## src/rtl/micdcb_pkg.sv

```systemverilog
package micdcb_pkg;

  // field and datapath widths
  localparam int RAW_W    = 32;
  localparam int X_W      = 23;  // raw word after a right shift of at least 9
  localparam int Y_W      = 34;  // unclamped filter sum, never overflows this
  localparam int FILT_W   = 32;  // stored filter output (wraps)
  localparam int PCM_W    = 16;
  localparam int MAG_W    = 16;
  localparam int CNT_W    = 21;
  localparam int ENG_W    = 51;
  localparam int GAIN_W   = 3;
  localparam int COEF_W   = 10;
  localparam int FB_SHIFT = 10;
  localparam int SQ_W     = 2 * MAG_W;
  localparam int PADDR_W  = 4;
  localparam int PDATA_W  = 32;
  localparam int DIGIT_W  = 8;

  // operation codes
  localparam logic [1:0] OP_SAMPLE = 2'd0;
  localparam logic [1:0] OP_START  = 2'd1;
  localparam logic [1:0] OP_STOP   = 2'd2;

  // register indexes (word address)
  localparam logic [1:0] REG_GAIN = 2'd0;
  localparam logic [1:0] REG_COEF = 2'd1;
  localparam logic [1:0] REG_MAX  = 2'd2;

  // register reset values
  localparam logic [GAIN_W-1:0] GAIN_RESET = 3'd0;
  localparam logic [COEF_W-1:0] COEF_RESET = 10'd1013;
  localparam logic [CNT_W-1:0]  MAX_RESET  = 21'd1048576;

  localparam logic [4:0] BASE_SHIFT = 5'd16;

  // saturation bounds
  localparam logic signed [Y_W-1:0] PCM_MAX = 34'sd32767;
  localparam logic signed [Y_W-1:0] PCM_MIN = -34'sd32768;
  localparam logic [ENG_W-1:0]      ENERGY_MAX = {ENG_W{1'b1}};

  typedef struct packed {
    logic [1:0]              operation;
    logic signed [RAW_W-1:0] raw_word;
  } in_item_t;

  typedef struct packed {
    logic signed [PCM_W-1:0] pcm_sample;
    logic                    sample_valid;
    logic                    is_recording;
    logic [CNT_W-1:0]        samples_stored;
    logic [MAG_W-1:0]        peak_level;
    logic [ENG_W-1:0]        energy_sum;
  } out_item_t;

  typedef struct packed {
    logic [GAIN_W-1:0] gain_bits;
    logic [COEF_W-1:0] dc_coefficient;
    logic [CNT_W-1:0]  max_samples;
  } cfg_t;

  typedef enum logic [2:0] {
    ST_IDLE,
    ST_FB,
    ST_SAT,
    ST_SQ,
    ST_DONE
  } state_t;

endpackage

```

## src/rtl/mic_sample_dc_block_capture_unit.sv

```systemverilog
// Microphone capture with DC blocking filter and level statistics.
// Input channel (in_valid/in_ready/in_data) takes one item per command:
// a microphone word, a start or a stop. Every item gives exactly one
// result on the output channel (out_valid/out_ready/out_data) with the
// filtered sample (when stored) and the capture state after the item.
// Settings are to be written over the APB-style port only while the block
// is idle; the block itself does not enforce this. For a stored sample
// the feedback product runs through a digit-serial multiplier 8 bits
// per cycle, then come the filter sum, saturation, a digit-serial square
// for the energy, and the result load. Start, stop and ignored items go
// straight to the final state. One item is in work at a time; in_ready
// is high only while no item is in work. The result sits in an output
// register; a finished item waits in the final state while the receiver
// stalls, and the next item is accepted as soon as that result is
// loaded. Reset clears the filter, the count, the statistics and the
// recording flag and loads the register defaults.
module mic_sample_dc_block_capture_unit #(
  parameter int unsigned CAPACITY_LIMIT = 1048576
) (
  input  logic                           clk,
  input  logic                           rst_n,
  input  logic                           in_valid,
  output logic                           in_ready,
  input  micdcb_pkg::in_item_t           in_data,
  output logic                           out_valid,
  input  logic                           out_ready,
  output micdcb_pkg::out_item_t          out_data,
  input  logic                           psel,
  input  logic                           penable,
  input  logic                           pwrite,
  input  logic [micdcb_pkg::PADDR_W-1:0] paddr,
  input  logic [micdcb_pkg::PDATA_W-1:0] pwdata,
  output logic [micdcb_pkg::PDATA_W-1:0] prdata,
  output logic                           pready
);

  localparam int CNT_W = micdcb_pkg::CNT_W;
  localparam int Y_W   = micdcb_pkg::Y_W;
  localparam int X_W   = micdcb_pkg::X_W;
  localparam int FW    = micdcb_pkg::FILT_W;
  localparam int PROD_W = FW + micdcb_pkg::COEF_W;
  localparam logic [CNT_W-1:0] CAP_LIM = CNT_W'(CAPACITY_LIMIT);

  micdcb_pkg::cfg_t cfg;

  micdcb_pkg::state_t state_r, state_nxt;

  // filter and capture state
  logic signed [X_W-1:0]          prev_in_r, prev_in_nxt;
  logic [FW-1:0]                  prev_out_r, prev_out_nxt;
  logic                           rec_r, rec_nxt;
  logic [CNT_W-1:0]               count_r, count_nxt;
  logic [micdcb_pkg::MAG_W-1:0]   peak_r, peak_nxt;
  logic [micdcb_pkg::ENG_W-1:0]   energy_r, energy_nxt;

  // per-item working registers
  logic signed [X_W-1:0]          x_r, x_nxt;
  logic signed [Y_W-1:0]          y_r, y_nxt;
  logic [micdcb_pkg::PCM_W-1:0]   pcm_r, pcm_nxt;
  logic                           valid_r, valid_nxt;

  // output register
  logic                           out_valid_r, out_valid_nxt;
  micdcb_pkg::out_item_t          out_data_r, out_data_nxt;

  // control
  logic accept, path_sample, fb_start, sq_start, out_load;
  logic fb_done, sq_done;
  logic [CNT_W-1:0] cap;

  // datapath helpers
  logic [PROD_W-1:0]             fb_prod;
  logic signed [FW-1:0]          fb;
  logic signed [Y_W-1:0]         y_sum;
  logic signed [Y_W-1:0]         y_sat;
  logic [micdcb_pkg::MAG_W-1:0]  mag;
  logic [micdcb_pkg::SQ_W-1:0]   sq_prod;
  logic [micdcb_pkg::ENG_W:0]    energy_sum;
  logic [4:0]                    shamt;
  logic signed [micdcb_pkg::RAW_W-1:0] x_full;
  logic [CNT_W-1:0]              count_inc;

  micdcb_regs u_regs (
    .clk     (clk),
    .rst_n   (rst_n),
    .psel    (psel),
    .penable (penable),
    .pwrite  (pwrite),
    .paddr   (paddr),
    .pwdata  (pwdata),
    .prdata  (prdata),
    .pready  (pready),
    .cfg     (cfg)
  );

  // feedback product: previous output times coefficient
  micdcb_sermul #(
    .AW       (FW),
    .BW       (micdcb_pkg::COEF_W),
    .DW       (micdcb_pkg::DIGIT_W),
    .A_SIGNED (1'b1)
  ) u_fb_mul (
    .clk     (clk),
    .rst_n   (rst_n),
    .start   (fb_start),
    .a       (prev_out_r),
    .b       (cfg.dc_coefficient),
    .done    (fb_done),
    .product (fb_prod)
  );

  // square of the sample magnitude
  micdcb_sermul #(
    .AW       (micdcb_pkg::MAG_W),
    .BW       (micdcb_pkg::MAG_W),
    .DW       (micdcb_pkg::DIGIT_W),
    .A_SIGNED (1'b0)
  ) u_sq_mul (
    .clk     (clk),
    .rst_n   (rst_n),
    .start   (sq_start),
    .a       (mag),
    .b       (mag),
    .done    (sq_done),
    .product (sq_prod)
  );

  // capacity is the smaller of the register and the build limit
  always_comb begin
    if (32'(cfg.max_samples) > CAPACITY_LIMIT) cap = CAP_LIM;
    else                                        cap = cfg.max_samples;
  end

  assign accept      = in_valid && in_ready;
  assign path_sample = (in_data.operation == micdcb_pkg::OP_SAMPLE) && rec_r &&
                       (count_r < cap);

  // next state
  always_comb begin
    state_nxt = state_r;
    case (state_r)
      micdcb_pkg::ST_IDLE: begin
        if (accept) state_nxt = path_sample ? micdcb_pkg::ST_FB : micdcb_pkg::ST_DONE;
      end
      micdcb_pkg::ST_FB: begin
        if (fb_done) state_nxt = micdcb_pkg::ST_SAT;
      end
      micdcb_pkg::ST_SAT: state_nxt = micdcb_pkg::ST_SQ;
      micdcb_pkg::ST_SQ: begin
        if (sq_done) state_nxt = micdcb_pkg::ST_DONE;
      end
      micdcb_pkg::ST_DONE: begin
        if (out_load) state_nxt = micdcb_pkg::ST_IDLE;
      end
      default: state_nxt = micdcb_pkg::ST_IDLE;
    endcase
  end

  // state outputs
  always_comb begin
    in_ready = 1'b0;
    sq_start = 1'b0;
    out_load = 1'b0;
    case (state_r)
      micdcb_pkg::ST_IDLE: in_ready = 1'b1;
      micdcb_pkg::ST_SAT:  sq_start = 1'b1;
      micdcb_pkg::ST_DONE: out_load = !out_valid_r || out_ready;
      default: ;
    endcase
  end

  assign fb_start = accept && path_sample;

  // input scaling, filter sum and saturation
  always_comb begin
    shamt  = micdcb_pkg::BASE_SHIFT - 5'(cfg.gain_bits);
    x_full = in_data.raw_word >>> shamt;
    fb     = $signed(fb_prod[PROD_W-1:micdcb_pkg::FB_SHIFT]);
    y_sum  = Y_W'(x_r) - Y_W'(prev_in_r) + Y_W'(fb);
    if (y_r < micdcb_pkg::PCM_MIN)      y_sat = micdcb_pkg::PCM_MIN;
    else if (y_r > micdcb_pkg::PCM_MAX) y_sat = micdcb_pkg::PCM_MAX;
    else                                y_sat = y_r;
    if (y_r[Y_W-1]) mag = micdcb_pkg::MAG_W'(-y_sat);
    else            mag = micdcb_pkg::MAG_W'(y_sat);
    count_inc  = count_r + 1'b1;
    energy_sum = {1'b0, energy_r} + (micdcb_pkg::ENG_W + 1)'(sq_prod);
  end

  // state updates per phase of an item
  always_comb begin
    prev_in_nxt  = prev_in_r;
    prev_out_nxt = prev_out_r;
    rec_nxt      = rec_r;
    count_nxt    = count_r;
    peak_nxt     = peak_r;
    energy_nxt   = energy_r;
    x_nxt        = x_r;
    y_nxt        = y_r;
    pcm_nxt      = pcm_r;
    valid_nxt    = valid_r;
    if (accept) begin
      valid_nxt = 1'b0;
      pcm_nxt   = '0;
      case (in_data.operation)
        micdcb_pkg::OP_START: begin
          prev_in_nxt  = '0;
          prev_out_nxt = '0;
          count_nxt    = '0;
          peak_nxt     = '0;
          energy_nxt   = '0;
          rec_nxt      = 1'b1;
        end
        micdcb_pkg::OP_STOP: rec_nxt = 1'b0;
        micdcb_pkg::OP_SAMPLE: begin
          if (rec_r) begin
            if (count_r >= cap) begin
              rec_nxt = 1'b0;
            end else begin
              x_nxt     = x_full[X_W-1:0];
              valid_nxt = 1'b1;
            end
          end
        end
        default: ;
      endcase
    end
    if (state_r == micdcb_pkg::ST_FB && fb_done) begin
      y_nxt        = y_sum;
      prev_in_nxt  = x_r;
      prev_out_nxt = y_sum[FW-1:0];
    end
    if (state_r == micdcb_pkg::ST_SAT) begin
      pcm_nxt   = y_sat[micdcb_pkg::PCM_W-1:0];
      if (mag > peak_r) peak_nxt = mag;
      count_nxt = count_inc;
      rec_nxt   = (count_inc < cap);
    end
    if (state_r == micdcb_pkg::ST_SQ && sq_done) begin
      if (energy_sum[micdcb_pkg::ENG_W]) energy_nxt = micdcb_pkg::ENERGY_MAX;
      else                               energy_nxt = energy_sum[micdcb_pkg::ENG_W-1:0];
    end
  end

  // output register
  always_comb begin
    out_data_nxt  = out_data_r;
    out_valid_nxt = out_valid_r && !out_ready;
    if (out_load) begin
      out_valid_nxt               = 1'b1;
      out_data_nxt.pcm_sample     = $signed(pcm_r);
      out_data_nxt.sample_valid   = valid_r;
      out_data_nxt.is_recording   = rec_r;
      out_data_nxt.samples_stored = count_r;
      out_data_nxt.peak_level     = peak_r;
      out_data_nxt.energy_sum     = energy_r;
    end
  end

  always_ff @(posedge clk) begin
    if (!rst_n) begin
      state_r     <= micdcb_pkg::ST_IDLE;
      prev_in_r   <= '0;
      prev_out_r  <= '0;
      rec_r       <= 1'b0;
      count_r     <= '0;
      peak_r      <= '0;
      energy_r    <= '0;
      out_valid_r <= 1'b0;
    end else begin
      state_r     <= state_nxt;
      prev_in_r   <= prev_in_nxt;
      prev_out_r  <= prev_out_nxt;
      rec_r       <= rec_nxt;
      count_r     <= count_nxt;
      peak_r      <= peak_nxt;
      energy_r    <= energy_nxt;
      out_valid_r <= out_valid_nxt;
    end
    x_r        <= x_nxt;
    y_r        <= y_nxt;
    pcm_r      <= pcm_nxt;
    valid_r    <= valid_nxt;
    out_data_r <= out_data_nxt;
  end

  assign out_valid = out_valid_r;
  assign out_data  = out_data_r;

  // feedback product only completes while the filter waits for it
  a_fb_done_state: assert property (@(posedge clk) disable iff (!rst_n)
    fb_done |-> state_r == micdcb_pkg::ST_FB)
    else $error("feedback product finished outside its wait state");

  // square only completes while the energy update waits for it
  a_sq_done_state: assert property (@(posedge clk) disable iff (!rst_n)
    sq_done |-> state_r == micdcb_pkg::ST_SQ)
    else $error("square finished outside its wait state");

  // a stored sample always shows a nonzero count
  a_valid_count: assert property (@(posedge clk) disable iff (!rst_n)
    out_valid_r && out_data_r.sample_valid |-> out_data_r.samples_stored != '0)
    else $error("stored sample reported with zero count");

  // peak only drops when a start was taken
  a_peak_mono: assert property (@(posedge clk) disable iff (!rst_n)
    $past(rst_n) && (peak_r < $past(peak_r)) |->
      $past(accept && in_data.operation == micdcb_pkg::OP_START))
    else $error("peak level dropped without a start");

endmodule

```

## src/rtl/micdcb_sermul.sv

```systemverilog
module micdcb_sermul #(
  parameter int AW       = 32,
  parameter int BW       = 10,
  parameter int DW       = 8,
  parameter bit A_SIGNED = 1'b1
) (
  input  logic             clk,
  input  logic             rst_n,
  input  logic             start,
  input  logic [AW-1:0]    a,
  input  logic [BW-1:0]    b,
  output logic             done,
  output logic [AW+BW-1:0] product
);

  localparam int PW   = AW + BW;
  localparam int NDIG = AW / DW;
  localparam int CW   = $clog2(NDIG + 1);

  logic [CW-1:0] cnt_r, cnt_nxt;
  logic          first_r, first_nxt;
  logic          done_r, done_nxt;
  logic [AW-1:0] a_sh_r, a_sh_nxt;
  logic [BW-1:0] b_r, b_nxt;
  logic [PW-1:0] acc_r, acc_nxt;

  logic [DW-1:0]         digit;
  logic                  dsign;
  logic signed [DW:0]    dig_s;
  logic signed [BW:0]    b_s;
  logic signed [DW+BW+1:0] pp;
  logic [PW-1:0]         pp_ext;
  logic [PW-1:0]         base;

  // partial product of the top digit; the first digit carries the sign
  always_comb begin
    digit  = a_sh_r[AW-1 -: DW];
    dsign  = A_SIGNED && first_r && digit[DW-1];
    dig_s  = $signed({dsign, digit});
    b_s    = $signed({1'b0, b_r});
    pp     = dig_s * b_s;
    pp_ext = PW'(pp);
    base   = first_r ? '0 : (acc_r << DW);
  end

  // MSB-first shift-add, one digit per cycle
  always_comb begin
    cnt_nxt   = cnt_r;
    first_nxt = first_r;
    a_sh_nxt  = a_sh_r;
    b_nxt     = b_r;
    acc_nxt   = acc_r;
    done_nxt  = 1'b0;
    if (start) begin
      a_sh_nxt  = a;
      b_nxt     = b;
      cnt_nxt   = CW'(NDIG);
      first_nxt = 1'b1;
    end else if (cnt_r != '0) begin
      acc_nxt   = base + pp_ext;
      a_sh_nxt  = a_sh_r << DW;
      cnt_nxt   = cnt_r - 1'b1;
      first_nxt = 1'b0;
      done_nxt  = (cnt_r == CW'(1));
    end
  end

  always_ff @(posedge clk) begin
    if (!rst_n) begin
      cnt_r   <= '0;
      first_r <= 1'b0;
      done_r  <= 1'b0;
    end else begin
      cnt_r   <= cnt_nxt;
      first_r <= first_nxt;
      done_r  <= done_nxt;
    end
    a_sh_r <= a_sh_nxt;
    b_r    <= b_nxt;
    acc_r  <= acc_nxt;
  end

  assign done    = done_r;
  assign product = acc_r;

endmodule

```

## src/rtl/micdcb_regs.sv

```systemverilog
module micdcb_regs (
  input  logic                            clk,
  input  logic                            rst_n,
  input  logic                            psel,
  input  logic                            penable,
  input  logic                            pwrite,
  input  logic [micdcb_pkg::PADDR_W-1:0]  paddr,
  input  logic [micdcb_pkg::PDATA_W-1:0]  pwdata,
  output logic [micdcb_pkg::PDATA_W-1:0]  prdata,
  output logic                            pready,
  output micdcb_pkg::cfg_t                cfg
);

  micdcb_pkg::cfg_t cfg_r, cfg_nxt;
  logic             wr_en;
  logic [1:0]       idx;

  assign wr_en = psel && penable && pwrite;
  assign idx   = paddr[3:2];

  // register write
  always_comb begin
    cfg_nxt = cfg_r;
    if (wr_en) begin
      case (idx)
        micdcb_pkg::REG_GAIN: cfg_nxt.gain_bits = pwdata[micdcb_pkg::GAIN_W-1:0];
        micdcb_pkg::REG_COEF: cfg_nxt.dc_coefficient = pwdata[micdcb_pkg::COEF_W-1:0];
        micdcb_pkg::REG_MAX:  cfg_nxt.max_samples = pwdata[micdcb_pkg::CNT_W-1:0];
        default: ;
      endcase
    end
  end

  // register read
  always_comb begin
    case (idx)
      micdcb_pkg::REG_GAIN: prdata = micdcb_pkg::PDATA_W'(cfg_r.gain_bits);
      micdcb_pkg::REG_COEF: prdata = micdcb_pkg::PDATA_W'(cfg_r.dc_coefficient);
      micdcb_pkg::REG_MAX:  prdata = micdcb_pkg::PDATA_W'(cfg_r.max_samples);
      default:              prdata = '0;
    endcase
  end

  always_ff @(posedge clk) begin
    if (!rst_n) begin
      cfg_r.gain_bits      <= micdcb_pkg::GAIN_RESET;
      cfg_r.dc_coefficient <= micdcb_pkg::COEF_RESET;
      cfg_r.max_samples    <= micdcb_pkg::MAX_RESET;
    end else begin
      cfg_r <= cfg_nxt;
    end
  end

  assign pready = 1'b1;
  assign cfg    = cfg_r;

endmodule

```

## config.mk

```make
export PLATFORM = sky130hd
export DESIGN_NAME = mic_sample_dc_block_capture_unit
export DESIGN_NICKNAME = d
export VERILOG_FILES = /design/src/rtl/micdcb_pkg.sv /design/src/rtl/mic_sample_dc_block_capture_unit.sv /design/src/rtl/micdcb_sermul.sv /design/src/rtl/micdcb_regs.sv
export SDC_FILE = /design/constraint.sdc
export NUM_CORES = 2
export LEC_CHECK = 0
export BUFFER_PORTS_ARGS = -buffer_cell sky130_fd_sc_hd__buf_2
export CORE_MARGIN = 3
export CORE_UTILIZATION = 49
export DETAILED_ROUTE_END_ITERATION = 12
export PLACE_DENSITY = 0.69
export SLEW_MARGIN = 20
export SYNTH_ARGS = -nofsm -noshare
export SYNTH_HDL_FRONTEND = slang
export SYNTH_HIERARCHICAL = 1
export SYNTH_SLANG_ARGS = --single-unit
```

## constraint.sdc

```tcl
create_clock -name clk -period 8.8 [get_ports clk]
set_clock_uncertainty 0.1 [all_clocks]
set_input_delay 1.76 -clock clk [delete_from_list [all_inputs] [get_ports clk]]
set_output_delay 1.76 -clock clk [all_outputs]
set_load 0.05 [all_outputs]
```

==> flow_metrics.py <==
metrics = {
    "status": {
        "status": "finished clean",
    },
    "global_route": {
        "grt_first_pass_wirelength_um": 148000,
        "grt_overflow_total": 0,
        "grtUsageTotal": 0.232,
        "grt_max_degree": 79,
        "antenna_found_initial": 0,
        "grt_pass1_vias": 27100,
    },
    "placement": {
        "gp_congestion": 0.920,
        "io_buffers": 192,
        "dpl.hpwl_um": 69300,
    },
    "job": {
        "maxCapViolCount": 0,
    },
    "clock_tree": {
        "h-tree-depth": 2,
        "cts_buffers": 57,
        "cts.path.max_buffers": 3,
        "cts_root_buf": "clkbuf_16",
        "clkLatencyLatePin_ps": 650,
        "cts_sinks": 518,
        "clkTransAtPathRegs_ps": 60,
        "tritoncts": "built",
        "hold_buffers": 0,
    },
    "worst_setup_path": {
        "crit_start": "u_fb_mul/b_r[0]",
        "reg2reg_from": "u_fb_mul/b_r[0]",
        "critPathArrivalTime_ps": 8540,
        "cp_slowest_cell": "fa_1",
        "slowest_delay_ps": 570,
        "crit_top_cell": "fa_1",
        "critPathRequiredTime_ps": 9060,
        "cp-endpoint": "u_fb_mul/product[38]",
        "cp_max_fo": 4,
        "r2r_setup_slack_ps": 520,
        "rr_worst_depth": 32,
        "worstSetupStartpointType": "flop",
        "rr_endpoint": "u_fb_mul/product[38]",
        "path_class": "reg -> reg",
        "cp-end-kind": "flop",
    },
    "floorplanning": {
        "start_util": 0.498,
        "fp-row-count": 100,
        "die_w_um": 282,
        "die_area_um2": 79400,
        "coreArea_um2": 74800,
        "die_y_um": 282,
        "ios": 218,
    },
    "synth": {
        "synthTopCellsByArea": "edfxtp_1, dfxtp_1, fa_1",
        "synth_top_cell_by_area": "edfxtp_1",
        "synth_flop_cell": "edfxtp_1",
        "ys_async_sr_fraction": 0,
        "synth.avg_cell_area_um2": 9.74,
        "synth_warnings": 6,
        "syn_inst": 3826,
        "ys_seq_area_frac": 0.366,
        "ys_top_cells_by_count": "inv_1, nand2_1, edfxtp_1, ha_1, a21oi_1",
        "synth_area_um2": 37300,
        "synth_seq_cells": 518,
        "synth.most_common_cell": "inv_1",
        "synth.distinct_cells": 123,
        "synth_top_area_share": 0.264,
        "synth_edf_count": 327,
    },
    "power_and_ir_drop": {
        "power.net_switching_w": 0.00789,
        "p_leak_nw": 17.4,
        "clkPwrFrac": 0.139,
        "fin_total_pwr_w": 0.0179,
        "p_comb_frac": 0.656,
        "swShare": 0.442,
        "ir_drop_uv": 2990,
        "p_seq_frac": 0.205,
        "intPower_w": 0.00997,
        "powerDensity_nw_per_um2": 436,
    },
    "sta": {
        "hold_viol_final": 0,
        "fin_crit_sh": 0.941,
        "slew_viol_final": 0,
        "max_slew_margin": 0.316,
        "tightest_slew_ps": 1020,
        "finalSetupTns_ps": 0,
        "finalSetupViolations": 0,
        "finalCriticalPeriod_ps": 8280,
        "fmax_ghz": 0.121,
        "rsz0062_at_grt": "no",
    },
    "route": {
        "wire_per_inst_um": 18.6,
        "dr.pass1.iters": 5,
        "drc_errors": 0,
        "vias_per_cell": 5.62,
        "drtIter0Drc": 2091,
        "drtAntennaViolNets": 0,
        "num_vias": 27935,
        "wirelength_um": 92200,
    },
    "min_path": {
        "hold_path.class": "reg -> reg",
    },
    "cells_and_area": {
        "area_delta_synth_final_pct": 9.91,
        "drive_above_1_share": 0.122,
        "final_net_count": 4476,
    },
}
==> layout by cell type (no fill, tap or decap), types with 42 or more instances in the layout <==
master	count
nand3_1	125
edfxtp_1	327
dfxtp_1	191
o21ai_0	140
fa_1	190
mux2_2	45
clkbuf_16	64
and2_1	166
nor2_1	189
a21oi_1	246
xor2_1	54
nor3_1	42
buf_2	191
nor2b_1	66
a21o_1	56
mux2i_1	78
nand2_1	402
xnor2_1	102
ha_1	261
inv_1	410
==> final cells by class <==
type,count,area [µm²]
fillers,6704,33900
multi-input cells,2722,21300
flip-flops and latches,518,13600
clock buffers,78,1690
inverters,416,1560
repair buffers,233,1280
well taps,969,1210
clock inverters,30,297
diodes,1,2.50
==> logic make-up (layout without fill, tap and decap cells) <==
family / count (synthesis) / after routing / synth area share
other cells: 2 / 13 / 0.000202
mux: 138 / 138 / 0.0436
buf+inv: 596 / 757 / 0.0661
fa+ha+maj: 451 / 451 / 0.190
xor+xnor: 159 / 159 / 0.0381
compound gates: 769 / 769 / 0.138
simple gates: 1193 / 1193 / 0.158
flops: 518 / 518 / 0.366
==> repair_timing <==
action | 4_1_cts | 5_1_grt
setup endpoints to repair | 0 | 7
resized for setup | 0 | 5
setup buffers | 0 | 3
==> flip-flops by register name, summed over array words and instances (netlist names), 21 cells and up <==
name and flops:
u_sq_mul/product 32, u_regs/cfg 34, x_r 23, prev_out_r 32
u_fb_mul/a_sh_r 32, energy_r 51, u_fb_mul/product 42, out_data 106
count_r 21, prev_in_r 23, y_r 33
==> how the worst min path moves through the flow <==
stage                     startpoint             to  slack (ps)  cells past startpoint
final                      pcm_r[11]  out_data[101]         320                      0
after global routing       pcm_r[12]  out_data[102]         330                      0
after CTS                  pcm_r[11]  out_data[101]         320                      0
after detailed placement   pcm_r[11]  out_data[101]         300                      0
after global placement      pcm_r[1]   out_data[91]         300                      0
after floorplan            pcm_r[10]  out_data[100]         300                      0
==> power groups by stage <==
stage	Sequential, W	Combinational [W]	Clock [W]
after global routing	0.00369	0.0132	0.00262
after floorplan	0.00372	0.00929	0
after global placement	0.00371	0.0114	0
final	0.00366	0.0117	0.00247
after CTS	0.00366	0.0117	0.00252
after detailed placement	0.00371	0.0116	0
==> stage by stage <==
| stage | utilization | cell area [µm²] | cells | worst slack (ps) | hold WS (ps) |
|---|---|---|---|---|---|
| 2_1_floorplan | - | 37300 | 3836 | 144 | 300 |
| 3_3_place_gp | 0.520 | 38900 | 4854 | 431 | 303 |
| 3_5_place_dp | 0.520 | 38900 | 4854 | 361 | 305 |
| 4_1_cts | 0.547 | 40900 | 4962 | 242 | 319 |
| 5_1_grt | 0.547 | 41000 | 4966 | 69.4 | 331 |
| 6_report | 0.547 | 41000 | 4967 | 516 | 319 |
==> critical path, delay by kind of cell (launching register included) <==
kind                       cells  cell delay [ps]
buffers and inverters          3              190
DFF                            1              430
adders and majority gates      7             3270
xor gates and xnor gates       2              210
and+or+nand+nor                8             1180
AOI/OAI and AO/OA             12             2610
==> per-layer routing <==
| layer | track usage | vias up | wire [µm] |
|---|---|---|---|
| li1 | - | 13498 | - |
| met5 | 0 | - | 0 |
| met3 | 0.0272 | 159 | 4710 |
| met1 | 0.310 | 13515 | 39800 |
| met2 | 0.394 | 763 | 44600 |
| met4 | 0.0796 | 0 | 3110 |
Note: power is estimated with default switching activity, not from simulation.
